--- src/gvec_pkg.sv ---
`default_nettype none
package gvec_pkg;

  localparam int unsigned MaxVerticesDef = 16;
  localparam int unsigned MaxEdgesDef    = 32;
  localparam int unsigned CoordBitsDef   = 16;

  localparam logic [1:0] CMD_VERTEX = 2'd0;
  localparam logic [1:0] CMD_EDGE   = 2'd1;
  localparam logic [1:0] CMD_RUN    = 2'd2;

  localparam logic [1:0] KIND_VERTEX = 2'd0;
  localparam logic [1:0] KIND_EDGE   = 2'd1;
  localparam logic [1:0] KIND_EMPTY  = 2'd2;
  localparam logic [1:0] KIND_ERROR  = 2'd3;

  localparam logic [1:0] ERR_NONE     = 2'd0;
  localparam logic [1:0] ERR_RANGE    = 2'd1;
  localparam logic [1:0] ERR_OVERFLOW = 2'd2;

  typedef enum logic [4:0] {
    ST_IDLE,
    ST_CHK_RD, ST_CHK_EV,
    ST_FST_RI, ST_FST_LI, ST_FST_RJ, ST_FST_EJ,
    ST_RNK_RI, ST_RNK_LI, ST_RNK_RJ, ST_RNK_EJ, ST_RNK_WR,
    ST_MAP_RE, ST_MAP_RA, ST_MAP_RB, ST_MAP_WR,
    ST_VTX_RD, ST_VTX_EV,
    ST_EDG_RD, ST_EDG_EV, ST_EDG_END, ST_EDG_OUT
  } gvec_state_e;

endpackage
`default_nettype wire

--- src/graph_vertex_edge_compaction_core.sv ---
`default_nettype none
// Graph compaction core. A vertex or edge load is taken when start_i is high and busy_o is
// low; a load into a full store answers with one overflow error beat on the next cycle. A run
// command sorts and merges the vertices, remaps and deduplicates the edges and emits the kept
// vertices, then the edges, one beat per valid_o strobe, last_o on the final beat; a run with
// an empty store, or whose edges all become self-loops, answers with one empty beat, and one
// with an edge index out of range with one range error beat; the receiver cannot stall, so
// every beat must be taken when shown. Every scan goes through memories with one read port
// (two on the renumbering memory), and the edge order is found by a fresh pass over the edge
// store for each edge out.
module graph_vertex_edge_compaction_core #(
  parameter int unsigned MAX_VERTICES = gvec_pkg::MaxVerticesDef,
  parameter int unsigned MAX_EDGES    = gvec_pkg::MaxEdgesDef,
  parameter int unsigned COORD_BITS   = gvec_pkg::CoordBitsDef
) (
  input  wire logic        clk_i,
  input  wire logic        rst_ni,
  input  wire logic        start_i,
  output logic             busy_o,
  input  wire logic [1:0]  command_i,
  input  wire logic [15:0] x_coord_i,
  input  wire logic [15:0] y_coord_i,
  input  wire logic [15:0] z_coord_i,
  input  wire logic [31:0] radius_word_i,
  input  wire logic [7:0]  edge_first_i,
  input  wire logic [7:0]  edge_second_i,
  output logic             valid_o,
  output logic [1:0]       kind_o,
  output logic [15:0]      out_x_o,
  output logic [15:0]      out_y_o,
  output logic [15:0]      out_z_o,
  output logic [31:0]      out_radius_o,
  output logic [3:0]       out_low_index_o,
  output logic [3:0]       out_high_index_o,
  output logic [1:0]       error_code_o,
  output logic             last_o
);
  import gvec_pkg::*;

  localparam int unsigned VW  = $clog2(MAX_VERTICES);
  localparam int unsigned VCW = $clog2(MAX_VERTICES + 1);
  localparam int unsigned EAW = (MAX_EDGES > 1) ? $clog2(MAX_EDGES) : 1;
  localparam int unsigned ECW = $clog2(MAX_EDGES + 1);
  localparam int unsigned CW  = 3 * COORD_BITS;
  localparam int unsigned DW  = CW + 32;
  localparam int unsigned KW  = 2 * VW;

  // memories
  logic [DW-1:0] vtx_mem [MAX_VERTICES];
  logic [DW-1:0] srt_mem [MAX_VERTICES];
  logic [15:0]   edg_mem [MAX_EDGES];
  logic [VW-1:0] map_mem [MAX_VERTICES];
  logic [VW-1:0] ren_mem [MAX_VERTICES];

  logic          vtx_we, srt_we, edg_we, map_we, ren_we;
  logic [VW-1:0] vtx_wa, vtx_ra, srt_wa, srt_ra, map_wa, map_ra, ren_wa, ren_ra_a, ren_ra_b;
  logic [EAW-1:0] edg_wa, edg_ra;
  logic [DW-1:0] vtx_wd, srt_wd;
  logic [15:0]   edg_wd;
  logic [VW-1:0] map_wd, ren_wd;
  logic [DW-1:0] vtx_rd_q, srt_rd_q;
  logic [15:0]   edg_rd_q;
  logic [VW-1:0] map_rd_q, ren_rd_a_q, ren_rd_b_q;

  always_ff @(posedge clk_i) begin
    if (vtx_we) vtx_mem[vtx_wa] <= vtx_wd;
    vtx_rd_q <= vtx_mem[vtx_ra];
  end
  always_ff @(posedge clk_i) begin
    if (srt_we) srt_mem[srt_wa] <= srt_wd;
    srt_rd_q <= srt_mem[srt_ra];
  end
  always_ff @(posedge clk_i) begin
    if (edg_we) edg_mem[edg_wa] <= edg_wd;
    edg_rd_q <= edg_mem[edg_ra];
  end
  always_ff @(posedge clk_i) begin
    if (map_we) map_mem[map_wa] <= map_wd;
    map_rd_q <= map_mem[map_ra];
  end
  always_ff @(posedge clk_i) begin
    if (ren_we) ren_mem[ren_wa] <= ren_wd;
    ren_rd_a_q <= ren_mem[ren_ra_a];
    ren_rd_b_q <= ren_mem[ren_ra_b];
  end

  // control and working registers
  gvec_state_e st_q, st_d;
  logic [VCW-1:0] vcnt_q, vcnt_d, i_q, i_d, j_q, j_d, r_q, r_d, u_q, u_d, kept_q, kept_d;
  logic [ECW-1:0] ecnt_q, ecnt_d, e_q, e_d;
  logic [VW-1:0]  rank_q, rank_d, a_q, a_d;
  logic [7:0]     eb_q, eb_d;
  logic [MAX_VERTICES-1:0] first_q, first_d, used_q, used_d;
  logic           any_q, any_d, hp_q, hp_d, hb_q, hb_d, pv_q, pv_d, plast_q, plast_d;
  logic [KW-1:0]  prev_q, prev_d, best_q, best_d, pend_q, pend_d;
  logic [DW-1:0]  cur_q, cur_d;

  logic        valid_q, valid_d, last_q, last_d;
  logic [1:0]  kind_q, kind_d, err_q, err_d;
  logic [15:0] x_q, x_d, y_q, y_d, z_q, z_d;
  logic [31:0] rad_q, rad_d;
  logic [3:0]  lo_q, lo_d, hi_q, hi_d;

  logic accept;
  logic [VCW-1:0] i_nx, j_nx, r_nx;
  logic [ECW-1:0] e_nx;
  logic i_end, jf_end, jr_end, r_end, e_end, bad_edge, cand, lt_cur;
  logic [CW-1:0] v_c;
  logic [7:0] e_a, e_b;
  logic [VW-1:0] k_lo, k_hi, m_lo, m_hi;
  logic [KW-1:0] key;

  assign accept   = start_i && !busy_o;
  assign i_nx     = i_q + VCW'(1);
  assign j_nx     = j_q + VCW'(1);
  assign r_nx     = r_q + VCW'(1);
  assign e_nx     = e_q + ECW'(1);
  assign i_end    = (i_nx == vcnt_q);
  assign jf_end   = (j_nx == i_q);
  assign jr_end   = (j_nx == vcnt_q);
  assign r_end    = (r_nx == u_q);
  assign e_end    = (e_nx == ecnt_q);
  assign v_c      = vtx_rd_q[DW-1:32];
  assign lt_cur   = (v_c < cur_q[DW-1:32]);
  assign e_a      = edg_rd_q[15:8];
  assign e_b      = edg_rd_q[7:0];
  assign bad_edge = ({1'b0, e_a} >= 9'(vcnt_q)) || ({1'b0, e_b} >= 9'(vcnt_q));
  assign k_lo     = e_a[VW-1:0];
  assign k_hi     = e_b[VW-1:0];
  assign key      = {k_lo, k_hi};
  assign cand     = (k_lo != k_hi) && (!hp_q || key > prev_q) && (!hb_q || key < best_q);
  assign m_lo     = (a_q < map_rd_q) ? a_q : map_rd_q;
  assign m_hi     = (a_q < map_rd_q) ? map_rd_q : a_q;

  // next state
  always_comb begin
    st_d = st_q;
    unique case (st_q)
      ST_IDLE:
        if (accept && command_i == CMD_RUN && vcnt_q != '0 && ecnt_q != '0) st_d = ST_CHK_RD;
      ST_CHK_RD: st_d = ST_CHK_EV;
      ST_CHK_EV: begin
        if (bad_edge) st_d = ST_IDLE;
        else if (e_end) st_d = ST_FST_RI;
        else st_d = ST_CHK_RD;
      end
      ST_FST_RI: st_d = ST_FST_LI;
      ST_FST_LI: begin
        if (i_q != '0) st_d = ST_FST_RJ;
        else if (i_end) st_d = ST_RNK_RI;
        else st_d = ST_FST_RI;
      end
      ST_FST_RJ: st_d = ST_FST_EJ;
      ST_FST_EJ: begin
        if (!jf_end) st_d = ST_FST_RJ;
        else if (i_end) st_d = ST_RNK_RI;
        else st_d = ST_FST_RI;
      end
      ST_RNK_RI: st_d = ST_RNK_LI;
      ST_RNK_LI: st_d = ST_RNK_RJ;
      ST_RNK_RJ: st_d = ST_RNK_EJ;
      ST_RNK_EJ: st_d = jr_end ? ST_RNK_WR : ST_RNK_RJ;
      ST_RNK_WR: st_d = i_end ? ST_MAP_RE : ST_RNK_RI;
      ST_MAP_RE: st_d = ST_MAP_RA;
      ST_MAP_RA: st_d = ST_MAP_RB;
      ST_MAP_RB: st_d = ST_MAP_WR;
      ST_MAP_WR: begin
        if (!e_end) st_d = ST_MAP_RE;
        else if (any_q || m_lo != m_hi) st_d = ST_VTX_RD;
        else st_d = ST_IDLE;
      end
      ST_VTX_RD: st_d = ST_VTX_EV;
      ST_VTX_EV: st_d = r_end ? ST_EDG_RD : ST_VTX_RD;
      ST_EDG_RD: st_d = ST_EDG_EV;
      ST_EDG_EV: st_d = e_end ? ST_EDG_END : ST_EDG_RD;
      ST_EDG_END: st_d = (hb_q && !pv_q) ? ST_EDG_RD : ST_EDG_OUT;
      ST_EDG_OUT: st_d = plast_q ? ST_IDLE : ST_EDG_RD;
      default: st_d = ST_IDLE;
    endcase
  end

  // datapath and result beats
  always_comb begin
    vcnt_d = vcnt_q; ecnt_d = ecnt_q; i_d = i_q; j_d = j_q; r_d = r_q; u_d = u_q;
    kept_d = kept_q; e_d = e_q; rank_d = rank_q; a_d = a_q; eb_d = eb_q;
    first_d = first_q; used_d = used_q; any_d = any_q; hp_d = hp_q; hb_d = hb_q;
    pv_d = pv_q; plast_d = plast_q; prev_d = prev_q; best_d = best_q; pend_d = pend_q;
    cur_d = cur_q;
    valid_d = 1'b0; kind_d = KIND_EMPTY; err_d = ERR_NONE; last_d = 1'b0;
    x_d = '0; y_d = '0; z_d = '0; rad_d = '0; lo_d = '0; hi_d = '0;
    vtx_we = 1'b0; vtx_wa = vcnt_q[VW-1:0]; vtx_ra = i_q[VW-1:0];
    vtx_wd = {COORD_BITS'(x_coord_i), COORD_BITS'(y_coord_i), COORD_BITS'(z_coord_i),
              radius_word_i};
    srt_we = 1'b0; srt_wa = rank_q; srt_wd = cur_q; srt_ra = r_q[VW-1:0];
    edg_we = 1'b0; edg_wa = ecnt_q[EAW-1:0]; edg_wd = {edge_first_i, edge_second_i};
    edg_ra = e_q[EAW-1:0];
    map_we = 1'b0; map_wa = i_q[VW-1:0]; map_wd = rank_q; map_ra = e_a[VW-1:0];
    ren_we = 1'b0; ren_wa = r_q[VW-1:0]; ren_wd = kept_q[VW-1:0];
    ren_ra_a = pend_q[KW-1:VW]; ren_ra_b = pend_q[VW-1:0];

    unique case (st_q)
      ST_IDLE: begin
        if (accept) begin
          unique case (command_i)
            CMD_VERTEX: begin
              if (vcnt_q == VCW'(MAX_VERTICES)) begin
                valid_d = 1'b1; kind_d = KIND_ERROR; err_d = ERR_OVERFLOW; last_d = 1'b1;
              end else begin
                vtx_we = 1'b1; vcnt_d = vcnt_q + VCW'(1);
              end
            end
            CMD_EDGE: begin
              if (ecnt_q == ECW'(MAX_EDGES)) begin
                valid_d = 1'b1; kind_d = KIND_ERROR; err_d = ERR_OVERFLOW; last_d = 1'b1;
              end else begin
                edg_we = 1'b1; ecnt_d = ecnt_q + ECW'(1);
              end
            end
            CMD_RUN: begin
              if (vcnt_q == '0 || ecnt_q == '0) begin
                valid_d = 1'b1; kind_d = KIND_EMPTY; last_d = 1'b1;
                vcnt_d = '0; ecnt_d = '0;
              end
              e_d = '0;
            end
            default: ;
          endcase
        end
      end
      ST_CHK_RD: ;
      ST_CHK_EV: begin
        if (bad_edge) begin
          valid_d = 1'b1; kind_d = KIND_ERROR; err_d = ERR_RANGE; last_d = 1'b1;
          vcnt_d = '0; ecnt_d = '0;
        end
        e_d = e_nx;
        if (e_end) i_d = '0;
      end
      ST_FST_RI: ;
      ST_FST_LI: begin
        cur_d = vtx_rd_q; j_d = '0; first_d[i_q[VW-1:0]] = 1'b1;
        if (i_q == '0) begin
          i_d = i_nx;
          if (i_end) begin i_d = '0; u_d = '0; end
        end
      end
      ST_FST_RJ: vtx_ra = j_q[VW-1:0];
      ST_FST_EJ: begin
        if (v_c == cur_q[DW-1:32]) first_d[i_q[VW-1:0]] = 1'b0;
        j_d = j_nx;
        if (jf_end) begin
          i_d = i_nx;
          if (i_end) begin i_d = '0; u_d = '0; end
        end
      end
      ST_RNK_RI: ;
      ST_RNK_LI: begin cur_d = vtx_rd_q; j_d = '0; rank_d = '0; end
      ST_RNK_RJ: vtx_ra = j_q[VW-1:0];
      ST_RNK_EJ: begin
        if (first_q[j_q[VW-1:0]] && lt_cur) rank_d = rank_q + VW'(1);
        j_d = j_nx;
      end
      ST_RNK_WR: begin
        map_we = 1'b1;
        if (first_q[i_q[VW-1:0]]) begin srt_we = 1'b1; u_d = u_q + VCW'(1); end
        i_d = i_nx;
        if (i_end) begin e_d = '0; used_d = '0; any_d = 1'b0; end
      end
      ST_MAP_RE: ;
      ST_MAP_RA: eb_d = e_b;
      ST_MAP_RB: begin a_d = map_rd_q; map_ra = eb_q[VW-1:0]; end
      ST_MAP_WR: begin
        edg_we = 1'b1; edg_wa = e_q[EAW-1:0]; edg_wd = {8'(m_lo), 8'(m_hi)};
        if (m_lo != m_hi) begin used_d[m_lo] = 1'b1; used_d[m_hi] = 1'b1; any_d = 1'b1; end
        e_d = e_nx;
        if (e_end) begin
          r_d = '0; kept_d = '0;
          if (!(any_q || m_lo != m_hi)) begin
            valid_d = 1'b1; kind_d = KIND_EMPTY; last_d = 1'b1;
            vcnt_d = '0; ecnt_d = '0;
          end
        end
      end
      ST_VTX_RD: ;
      ST_VTX_EV: begin
        if (used_q[r_q[VW-1:0]]) begin
          valid_d = 1'b1; kind_d = KIND_VERTEX;
          x_d = 16'(srt_rd_q[32+2*COORD_BITS +: COORD_BITS]);
          y_d = 16'(srt_rd_q[32+COORD_BITS +: COORD_BITS]);
          z_d = 16'(srt_rd_q[32 +: COORD_BITS]);
          rad_d = srt_rd_q[31:0];
          ren_we = 1'b1; kept_d = kept_q + VCW'(1);
        end
        r_d = r_nx;
        if (r_end) begin e_d = '0; hp_d = 1'b0; hb_d = 1'b0; pv_d = 1'b0; end
      end
      ST_EDG_RD: ;
      ST_EDG_EV: begin
        if (cand) begin best_d = key; hb_d = 1'b1; end
        e_d = e_nx;
      end
      ST_EDG_END: begin
        // a found edge waits as pending so the final one can carry last
        plast_d = !hb_q;
        if (hb_q && !pv_q) begin
          pend_d = best_q; pv_d = 1'b1; prev_d = best_q; hp_d = 1'b1;
          hb_d = 1'b0; e_d = '0;
        end
      end
      ST_EDG_OUT: begin
        valid_d = 1'b1; kind_d = KIND_EDGE; last_d = plast_q;
        lo_d = 4'(ren_rd_a_q); hi_d = 4'(ren_rd_b_q);
        if (plast_q) begin
          vcnt_d = '0; ecnt_d = '0;
        end else begin
          pend_d = best_q; prev_d = best_q; hb_d = 1'b0; e_d = '0;
        end
      end
      default: ;
    endcase
  end

  always_ff @(posedge clk_i or negedge rst_ni) begin
    if (!rst_ni) begin
      st_q    <= ST_IDLE;
      vcnt_q  <= '0;
      ecnt_q  <= '0;
      valid_q <= 1'b0;
      used_q  <= '0;
    end else begin
      st_q    <= st_d;
      vcnt_q  <= vcnt_d;
      ecnt_q  <= ecnt_d;
      valid_q <= valid_d;
      used_q  <= used_d;
    end
  end

  always_ff @(posedge clk_i) begin
    i_q <= i_d; j_q <= j_d; r_q <= r_d; u_q <= u_d; kept_q <= kept_d; e_q <= e_d;
    rank_q <= rank_d; a_q <= a_d; eb_q <= eb_d; first_q <= first_d; any_q <= any_d;
    hp_q <= hp_d; hb_q <= hb_d; pv_q <= pv_d; plast_q <= plast_d;
    prev_q <= prev_d; best_q <= best_d; pend_q <= pend_d; cur_q <= cur_d;
    kind_q <= kind_d; err_q <= err_d; last_q <= last_d;
    x_q <= x_d; y_q <= y_d; z_q <= z_d; rad_q <= rad_d; lo_q <= lo_d; hi_q <= hi_d;
  end

  assign busy_o           = (st_q != ST_IDLE);
  assign valid_o          = valid_q;
  assign kind_o           = kind_q;
  assign out_x_o          = x_q;
  assign out_y_o          = y_q;
  assign out_z_o          = z_q;
  assign out_radius_o     = rad_q;
  assign out_low_index_o  = lo_q;
  assign out_high_index_o = hi_q;
  assign error_code_o     = err_q;
  assign last_o           = last_q;

  // a run that ends has emptied both stores
  a_run_clears: assert property (@(posedge clk_i) disable iff (!rst_ni)
    valid_o && last_o && error_code_o != ERR_OVERFLOW |-> vcnt_q == '0 && ecnt_q == '0)
    else $error("stores not cleared at end of run");

  // renumbering keeps order, so edges come out strictly low first
  a_edge_order: assert property (@(posedge clk_i) disable iff (!rst_ni)
    valid_o && kind_o == KIND_EDGE |-> out_low_index_o < out_high_index_o)
    else $error("edge beat not ordered low first");

  a_err_kind: assert property (@(posedge clk_i) disable iff (!rst_ni)
    valid_o |-> ((kind_o == KIND_ERROR) == (error_code_o != ERR_NONE)))
    else $error("error code does not match kind");

endmodule
`default_nettype wire

--- config.mk ---
export PLATFORM = sky130hd
export DESIGN_NAME = graph_vertex_edge_compaction_core
export DESIGN_NICKNAME = d
export VERILOG_FILES = /design/src/gvec_pkg.sv /design/src/graph_vertex_edge_compaction_core.sv
export SDC_FILE = /design/constraint.sdc
export NUM_CORES = 2
export LEC_CHECK = 0
export CAP_MARGIN = 20
export CORE_AREA = 2 2 491 493
export CTS_CLUSTER_SIZE = 30
export DETAILED_ROUTE_END_ITERATION = 10
export DIE_AREA = 0 0 493 495
export DONT_BUFFER_PORTS = 1
export PLACE_DENSITY = 0.71
export SLEW_MARGIN = 30
export SYNTH_ARGS = -nofsm -noshare
export SYNTH_HDL_FRONTEND = slang
export SYNTH_SLANG_ARGS = --single-unit
--- constraint.sdc ---
create_clock -name clk_i -period 18.9 [get_ports clk_i]
set_input_delay 3.78 -clock clk_i [delete_from_list [all_inputs] [get_ports clk_i]]
set_output_delay 3.78 -clock clk_i [all_outputs]
set_load 0.01 [all_outputs]
=== Word-level counts from Yosys, hierarchy flattened ===
Memories as Yosys holds them, arrays and structs flattened. A register that Yosys moved wholly into a read port is not among the register bits.
Cells that the tools add are included.

* Input bits: 101
* Memory bits (writable): 3200
* Logic and storage cells: 319
* Output and inout bits: 95
* Memories: 5
* Flip-flop bits (word level): 285

* Equality and inequality tests: 58
* Multiplexer cells: 138
* $lt $le $gt $ge: 14
* $add $sub $neg: 9
* Bitwise operators: 5
* Reductions and logical operators: 59

{| class="wikitable"
|+ Memories
! name !! words !! width !! read ports !! clocked after Yosys merged registers in !! write ports !! RTL line !! source
|-
| srt_mem || 16 || 80 || 1 || 1 || 1 || graph_vertex_edge_compaction_core.sv:50 || <nowiki>logic [DW-1:0] srt_mem [MAX_VERTICES];</nowiki>
|-
| vtx_mem || 16 || 80 || 1 || 1 || 1 || graph_vertex_edge_compaction_core.sv:49 || <nowiki>logic [DW-1:0] vtx_mem [MAX_VERTICES];</nowiki>
|-
| edg_mem || 32 || 16 || 1 || 1 || 1 || graph_vertex_edge_compaction_core.sv:51 || <nowiki>logic [15:0] edg_mem [MAX_EDGES];</nowiki>
|-
| map_mem || 16 || 4 || 1 || 1 || 1 || graph_vertex_edge_compaction_core.sv:52 || <nowiki>logic [VW-1:0] map_mem [MAX_VERTICES];</nowiki>
|-
| ren_mem || 16 || 4 || 2 || 2 || 1 || graph_vertex_edge_compaction_core.sv:53 || <nowiki>logic [VW-1:0] ren_mem [MAX_VERTICES];</nowiki>
|}

{| class="wikitable"
|+ Operator list
! kind !! count
|-
| $pmux 5 s22 || 1
|-
| $mux 5 || 21
|-
| $mux 6 || 13
|-
| $mux 16 || 4
|-
| $pmux 16 s2 || 2
|-
| $eq 48x48->1 || 1
|-
| $lt 48x48->1 || 1
|-
| $or 16x16->16 || 3
|-
| $mux 1 || 47
|-
| $eq 5x4->1 const B || 8
|-
| $ne 2x2->1 const B || 20
|-
| $pmux 5 s2 || 4
|-
| $pmux 5 s4 || 2
|-
| $pmux 6 s6 || 1
|-
| $eq 5x5->1 const B || 7
|-
| $add 5x1->5 const B || 6
|-
| $lt 4x5->1 const B || 5
|-
| $mux 4 || 6
|-
| $pmux 6 s4 || 1
|-
| $eq 5x3->1 const B || 4
|-
| $eq 5x5->1 || 4
|-
| $reduce_and 9->1 || 2
|-
| $and 16x16->16 || 1
|-
| $ge 8x5->1 || 2
|-
| 49 further kinds || 117
|}

=== Logic depth before layout (Yosys ltp) ===
* Depth after elaboration: 10
* Depth in mapped cells: 12

=== Worst setup path after synthesis ===
Ideal clock, no wire load.

* Path type: input port to flip-flop
* Start point: in command_i[1]
* End point: mem vtx_mem[14][0] in the netlist's numbering, enable pin
* Stages on the path: 7
* Path buffers: 1
* Arrival time: 12.220 ns
* Setup time: 0.716 ns
* Slack: 5.964 ns
* Required time: 18.184 ns
* Cell sequence: nor2b_1 > a21oi_1 > or3_2 > nand4_4 > or2_1 > buf_6 > nor4_1

* Cells in the longest elaborated chain, start to end: 6

{| class="wikitable"
|+ RTL lines
! element !! RTL line !! source
|-
| from (decl) || graph_vertex_edge_compaction_core.sv:20 || <nowiki>input wire logic [1:0] command_i,</nowiki>
|-
| $logic_not 2->1 || graph_vertex_edge_compaction_core.sv:204 || <nowiki>unique case (command_i)</nowiki>
|-
| $mux 1 || graph_vertex_edge_compaction_core.sv:204 ||
|-
| $mux 1 || graph_vertex_edge_compaction_core.sv:203 || <nowiki>if (accept) begin</nowiki>
|-
| $mux 1 || graph_vertex_edge_compaction_core.sv:201 || <nowiki>unique case (st_q)</nowiki>
|-
| $mux 1 || graph_vertex_edge_compaction_core.sv:66 || <nowiki>if (vtx_we) vtx_mem[vtx_wa] <= vtx_wd;</nowiki>
|-
| $mux 1 (implied by the code) || graph_vertex_edge_compaction_core.sv:66 ||
|-
| to (decl) || graph_vertex_edge_compaction_core.sv:49 ||
|}

No other way between the ends.

=== Worst setup path after layout ===
* Start point: reg st_q[1]
* End point: out busy_o

* Cells in the longest elaborated chain, start to end: 1

{| class="wikitable"
|+ RTL lines
! element !! RTL line !! source
|-
| from (decl) || graph_vertex_edge_compaction_core.sv:88 || <nowiki>gvec_state_e st_q, st_d;</nowiki>
|-
| from (signal assigned) || graph_vertex_edge_compaction_core.sv:331 || <nowiki>st_q <= st_d;</nowiki>
|-
| $reduce_bool 5->1 || graph_vertex_edge_compaction_core.sv:348 || <nowiki>assign busy_o = (st_q != ST_IDLE);</nowiki>
|-
| to (decl) || graph_vertex_edge_compaction_core.sv:19 || <nowiki>output logic busy_o,</nowiki>
|}

No other way between the ends.

==> summary.txt <==
Clock network
  • Number of clock sinks seen by CTS: 3,672
  • Number of buffers inserted for hold repair after clock tree synthesis: 0
  • Clock Pin Slew Worst Setup and Hold Paths: 60 ps
  • Clock latency on the worst-skew pair: 960 ps
  • Root Driver: sky130_fd_sc_hd__clkbuf_16
  • Number of setup buffers added after CTS: 0
  • Inserted Clock Buffers: 369
  • H-tree levels: 5
  • Total of cells resized after clock tree synthesis: 0
  • Clock tree from TritonCTS: built
  • Clk buf depth: 4

Yosys
  • Area share of the leading cell type in the synthesized netlist: 71.9%
  • EDFF count, synth: 3,358
  • Average cell area after synthesis: 18.8 µm²
  • List of most frequent post-synthesis cells: sky130_fd_sc_hd__edfxtp_1, sky130_fd_sc_hd__nand2_1, sky130_fd_sc_hd__mux4_2
  • Top cell type by total area after synthesis: sky130_fd_sc_hd__edfxtp_1
  • Dominant synthesized flop cell: sky130_fd_sc_hd__edfxtp_1
  • Post-synthesis register bit count: 3,672
  • Post-synth ARST share: 0.899%
  • Most instantiated library cell after synthesis: sky130_fd_sc_hd__edfxtp_1
  • Number of warnings reported in the yosys synthesis log: 0
  • Summed instance area of the synthesized netlist: 140,000 µm²
  • Cell count after synthesis: 7,474
  • Net count after synthesis: 7,676
  • Sequential share of the synthesized area: 76.5%
  • Yosys cell types: 82
  • Top cells by area, synth: sky130_fd_sc_hd__edfxtp_1, sky130_fd_sc_hd__mux4_2, sky130_fd_sc_hd__dfxtp_1, sky130_fd_sc_hd__nand2_1, sky130_fd_sc_hd__ha_1

Layout
  • Layout overhead on the synthesized area: 11.5%
  • Count of filler cells inserted in the layout: 15.5k
  • Post-route core utilization: 65.4%
  • Layout cells sized above 1: 19.0%
  • Post-route standard cell area excluding fillers: 156,000 µm²
  • Final net count: 7,779

Detailed routing
  • Number of optimization iterations in the first detailed-route pass: 9
  • Top metal layer carrying routed signals: met5
  • Wire length reported by the detailed router: 326,000 µm
  • Residual DRC: 34
  • Routed WL per cell: 29.4 µm
  • Routed metal-1 wirelength: 132,000 µm
  • WL met2: 153,000 µm
  • Antenna Violating Nets Remaining: 0
  • Routed vias: 71.7k
  • Via density per instance: 6.48
  • Wire length on met3: 32,500 µm
  • Starting DRC count in detailed routing: 9,480

Power
  • Ratio of total power to cell area: 143 nW/µm²
  • Maximum ir drop on the vdd rail: 167 µV
  • Static Leakage: 0.0506 µW

Worst setup path
  • CP Max Fanout: 25
  • Worst setup path class: flop to output port
  • Arrival time of data at the critical path endpoint: 2640 ps
  • Startpoint types: flop
  • Worst Setup End Kind: output port
  • Worst endpoint required time: 15,120 ps
  • RR Startpoint: st_q[0]$_DFFE_PN0P_
  • Launch point of the critical path: st_q[1]$_DFFE_PN0P_

Timing
  • Crit path time final: 6420 ps
  • Final Slew Violations: 0
  • Worst Clk Skew: 78.6 ps
  • Final critical-path share of the clock period: 33.9%
  • Setup TNS after final layout: 0 ps
  • Worst slew margin relative to its limit: 24.3%
  • Final worst-path setup slack: 12,480 ps
  • Hold violation count in the final report: 0
  • Highest attainable clock frequency: 156 MHz
  • Pin slew with the least headroom to its limit: 1140 ps
  • Unrepaired setup endpoints after global routing: false
  • Final-report setup violation count: 0

Job
  • Max-cap check violation count: 0

Run status
  • Violated checks: design-rule violations
  • Run status: complete, but fails checks

Floorplanning
  • Die Y-Extent: 495 µm
  • Die width: 493 µm
  • Starting density of the core: 58.6%
  • Placement row count: 180
  • Area of the core region: 239,000 µm²
  • Die footprint: 244,000 µm²
  • Ports placed on the boundary: 196

Placement
  • Last weighted congestion value of the routability-driven placer: 0.837
  • Buffers on Ports: 0
  • Placed wire-length estimate: 178,000 µm
  • Worst slack after detailed placement: 11,810 ps
  • Placed Instance Area: 144,000 µm²

Global routing
  • Grt ovf: 0
  • Maximum number of pins on one net before global-route repair: 199
  • Global-route wire length before repair: 477,000 µm
  • Vias in the first global route: 71.3k
  • Antenna violations before repair: 23
  • Total routing resource utilization after global routing: 26.6%

Worst hold path
  • Startpoint of the tightest hold check path: srt_rd_q[4]$_DFF_P_
  • Class of the tightest hold or removal check: flop to flop
-- layer usage --
layer / track usage, % / vias up
met5: 0 / -
met4: 7.30 / 2
met3: 5.32 / 456
met2: 41.0 / 3709
met1: 39.4 / 37470
li1: - / 30081
-- path summary, 6_finish.rpt --
| check | slack [ps] | endpoint | cells past startpoint |
|---|---|---|---|
| hold reg to reg | 370 | out_radius_o[4]$_SDFF_PN0_ | 1 |
| setup / recovery | 12480 | busy_o | 3 |
| min in group asynchronous | 2520 | valid_o$_DFF_PN0_ | 0 |
| max in group asynchronous | 16260 | vcnt_q[2]$_DFFE_PN0P_ | 0 |
| hold / removal | 370 | out_radius_o[4]$_SDFF_PN0_ | 1 |
| setup reg to reg | 13010 | vtx_rd_q[39]$_DFF_P_ | 10 |
-- power breakdown --
part / leakage [µW] / total (µW) / internal [µW] / switching (µW)
Sequential: 0.0331 / 10300 / 9670 / 673
Clock: 0.00594 / 7320 / 4360 / 2960
Combinational: 0.0116 / 4750 / 1600 / 3150
-- sequential cells by signal (all words and copies together) (netlist names), 6 cells and up, named ones only --
| name | count |
|---|---|
| e_q | 6 |
| vtx_rd_q | 80 |
| out_y_o | 16 |
| out_x_o | 16 |
| vtx_mem | 1280 |
| srt_mem | 1280 |
| pend_q | 8 |
| out_radius_o | 32 |
| used_q | 16 |
| edg_rd_q | 16 |
| edg_mem | 512 |
| srt_rd_q | 80 |
| map_mem | 64 |
| best_q | 8 |
| cur_q | 80 |
| ren_mem | 64 |
| out_z_o | 16 |
| ecnt_q | 6 |
-- per-stage QoR --
| step | cells | hold WS, ps | power, µW |
|---|---|---|---|
| floorplan | 7474 | 386 | 13400 |
| CTS | 11052 | 393 | 22400 |
| global placement | 10382 | 391 | 15000 |
| global route | 11060 | 419 | 23200 |
| detailed placement | 10386 | 400 | 15200 |
| finish | 11063 | 370 | 22400 |
-- cell usage in the layout (no fill, tap or decap), drive strengths merged, types with 165 or more instances in the layout --
cell type  instances
edfxtp          3358
nor2             213
mux4             711
nand3            189
nand2            776
and3             176
clkbuf           486
a211oi           165
dfxtp            281
buf              168
-- cell families (layout without fill, tap and decap cells) --
group / after synthesis / count (layout) / synth area share (%)
compound gates: 751 / 751 / 3.60
xor+xnor: 54 / 54 / 0.372
fa+ha+maj: 101 / 101 / 0.901
buf+inv: 539 / 937 / 1.64
flops: 3672 / 3672 / 76.5
mux: 726 / 726 / 11.5
other cells: 0 / 6 / 0
simple gates: 1631 / 1631 / 5.44
-- layout make-up --
class                   instances  area (µm²)  share of cell area (%)
clock inverters               180        2010                    1.29
inverters                     103         387                   0.247
clock buffers                 486       10200                    6.50
multi-input cells            3263       30900                    19.8
diodes                          6        15.0                 0.00960
well taps                    3185        3990                    2.55
flip-flops and latches       3672      107000                    68.6
repair buffers                168        1560                   0.996
-- worst max-delay path, cell delays in order (launching register included) --
cell and delay [ps]:
sky130_fd_sc_hd__dfrtp_1 960, sky130_fd_sc_hd__nor2_1 230, sky130_fd_sc_hd__and2_1 270, sky130_fd_sc_hd__inv_1 230
Note: power is estimated with default switching activity, not from simulation.
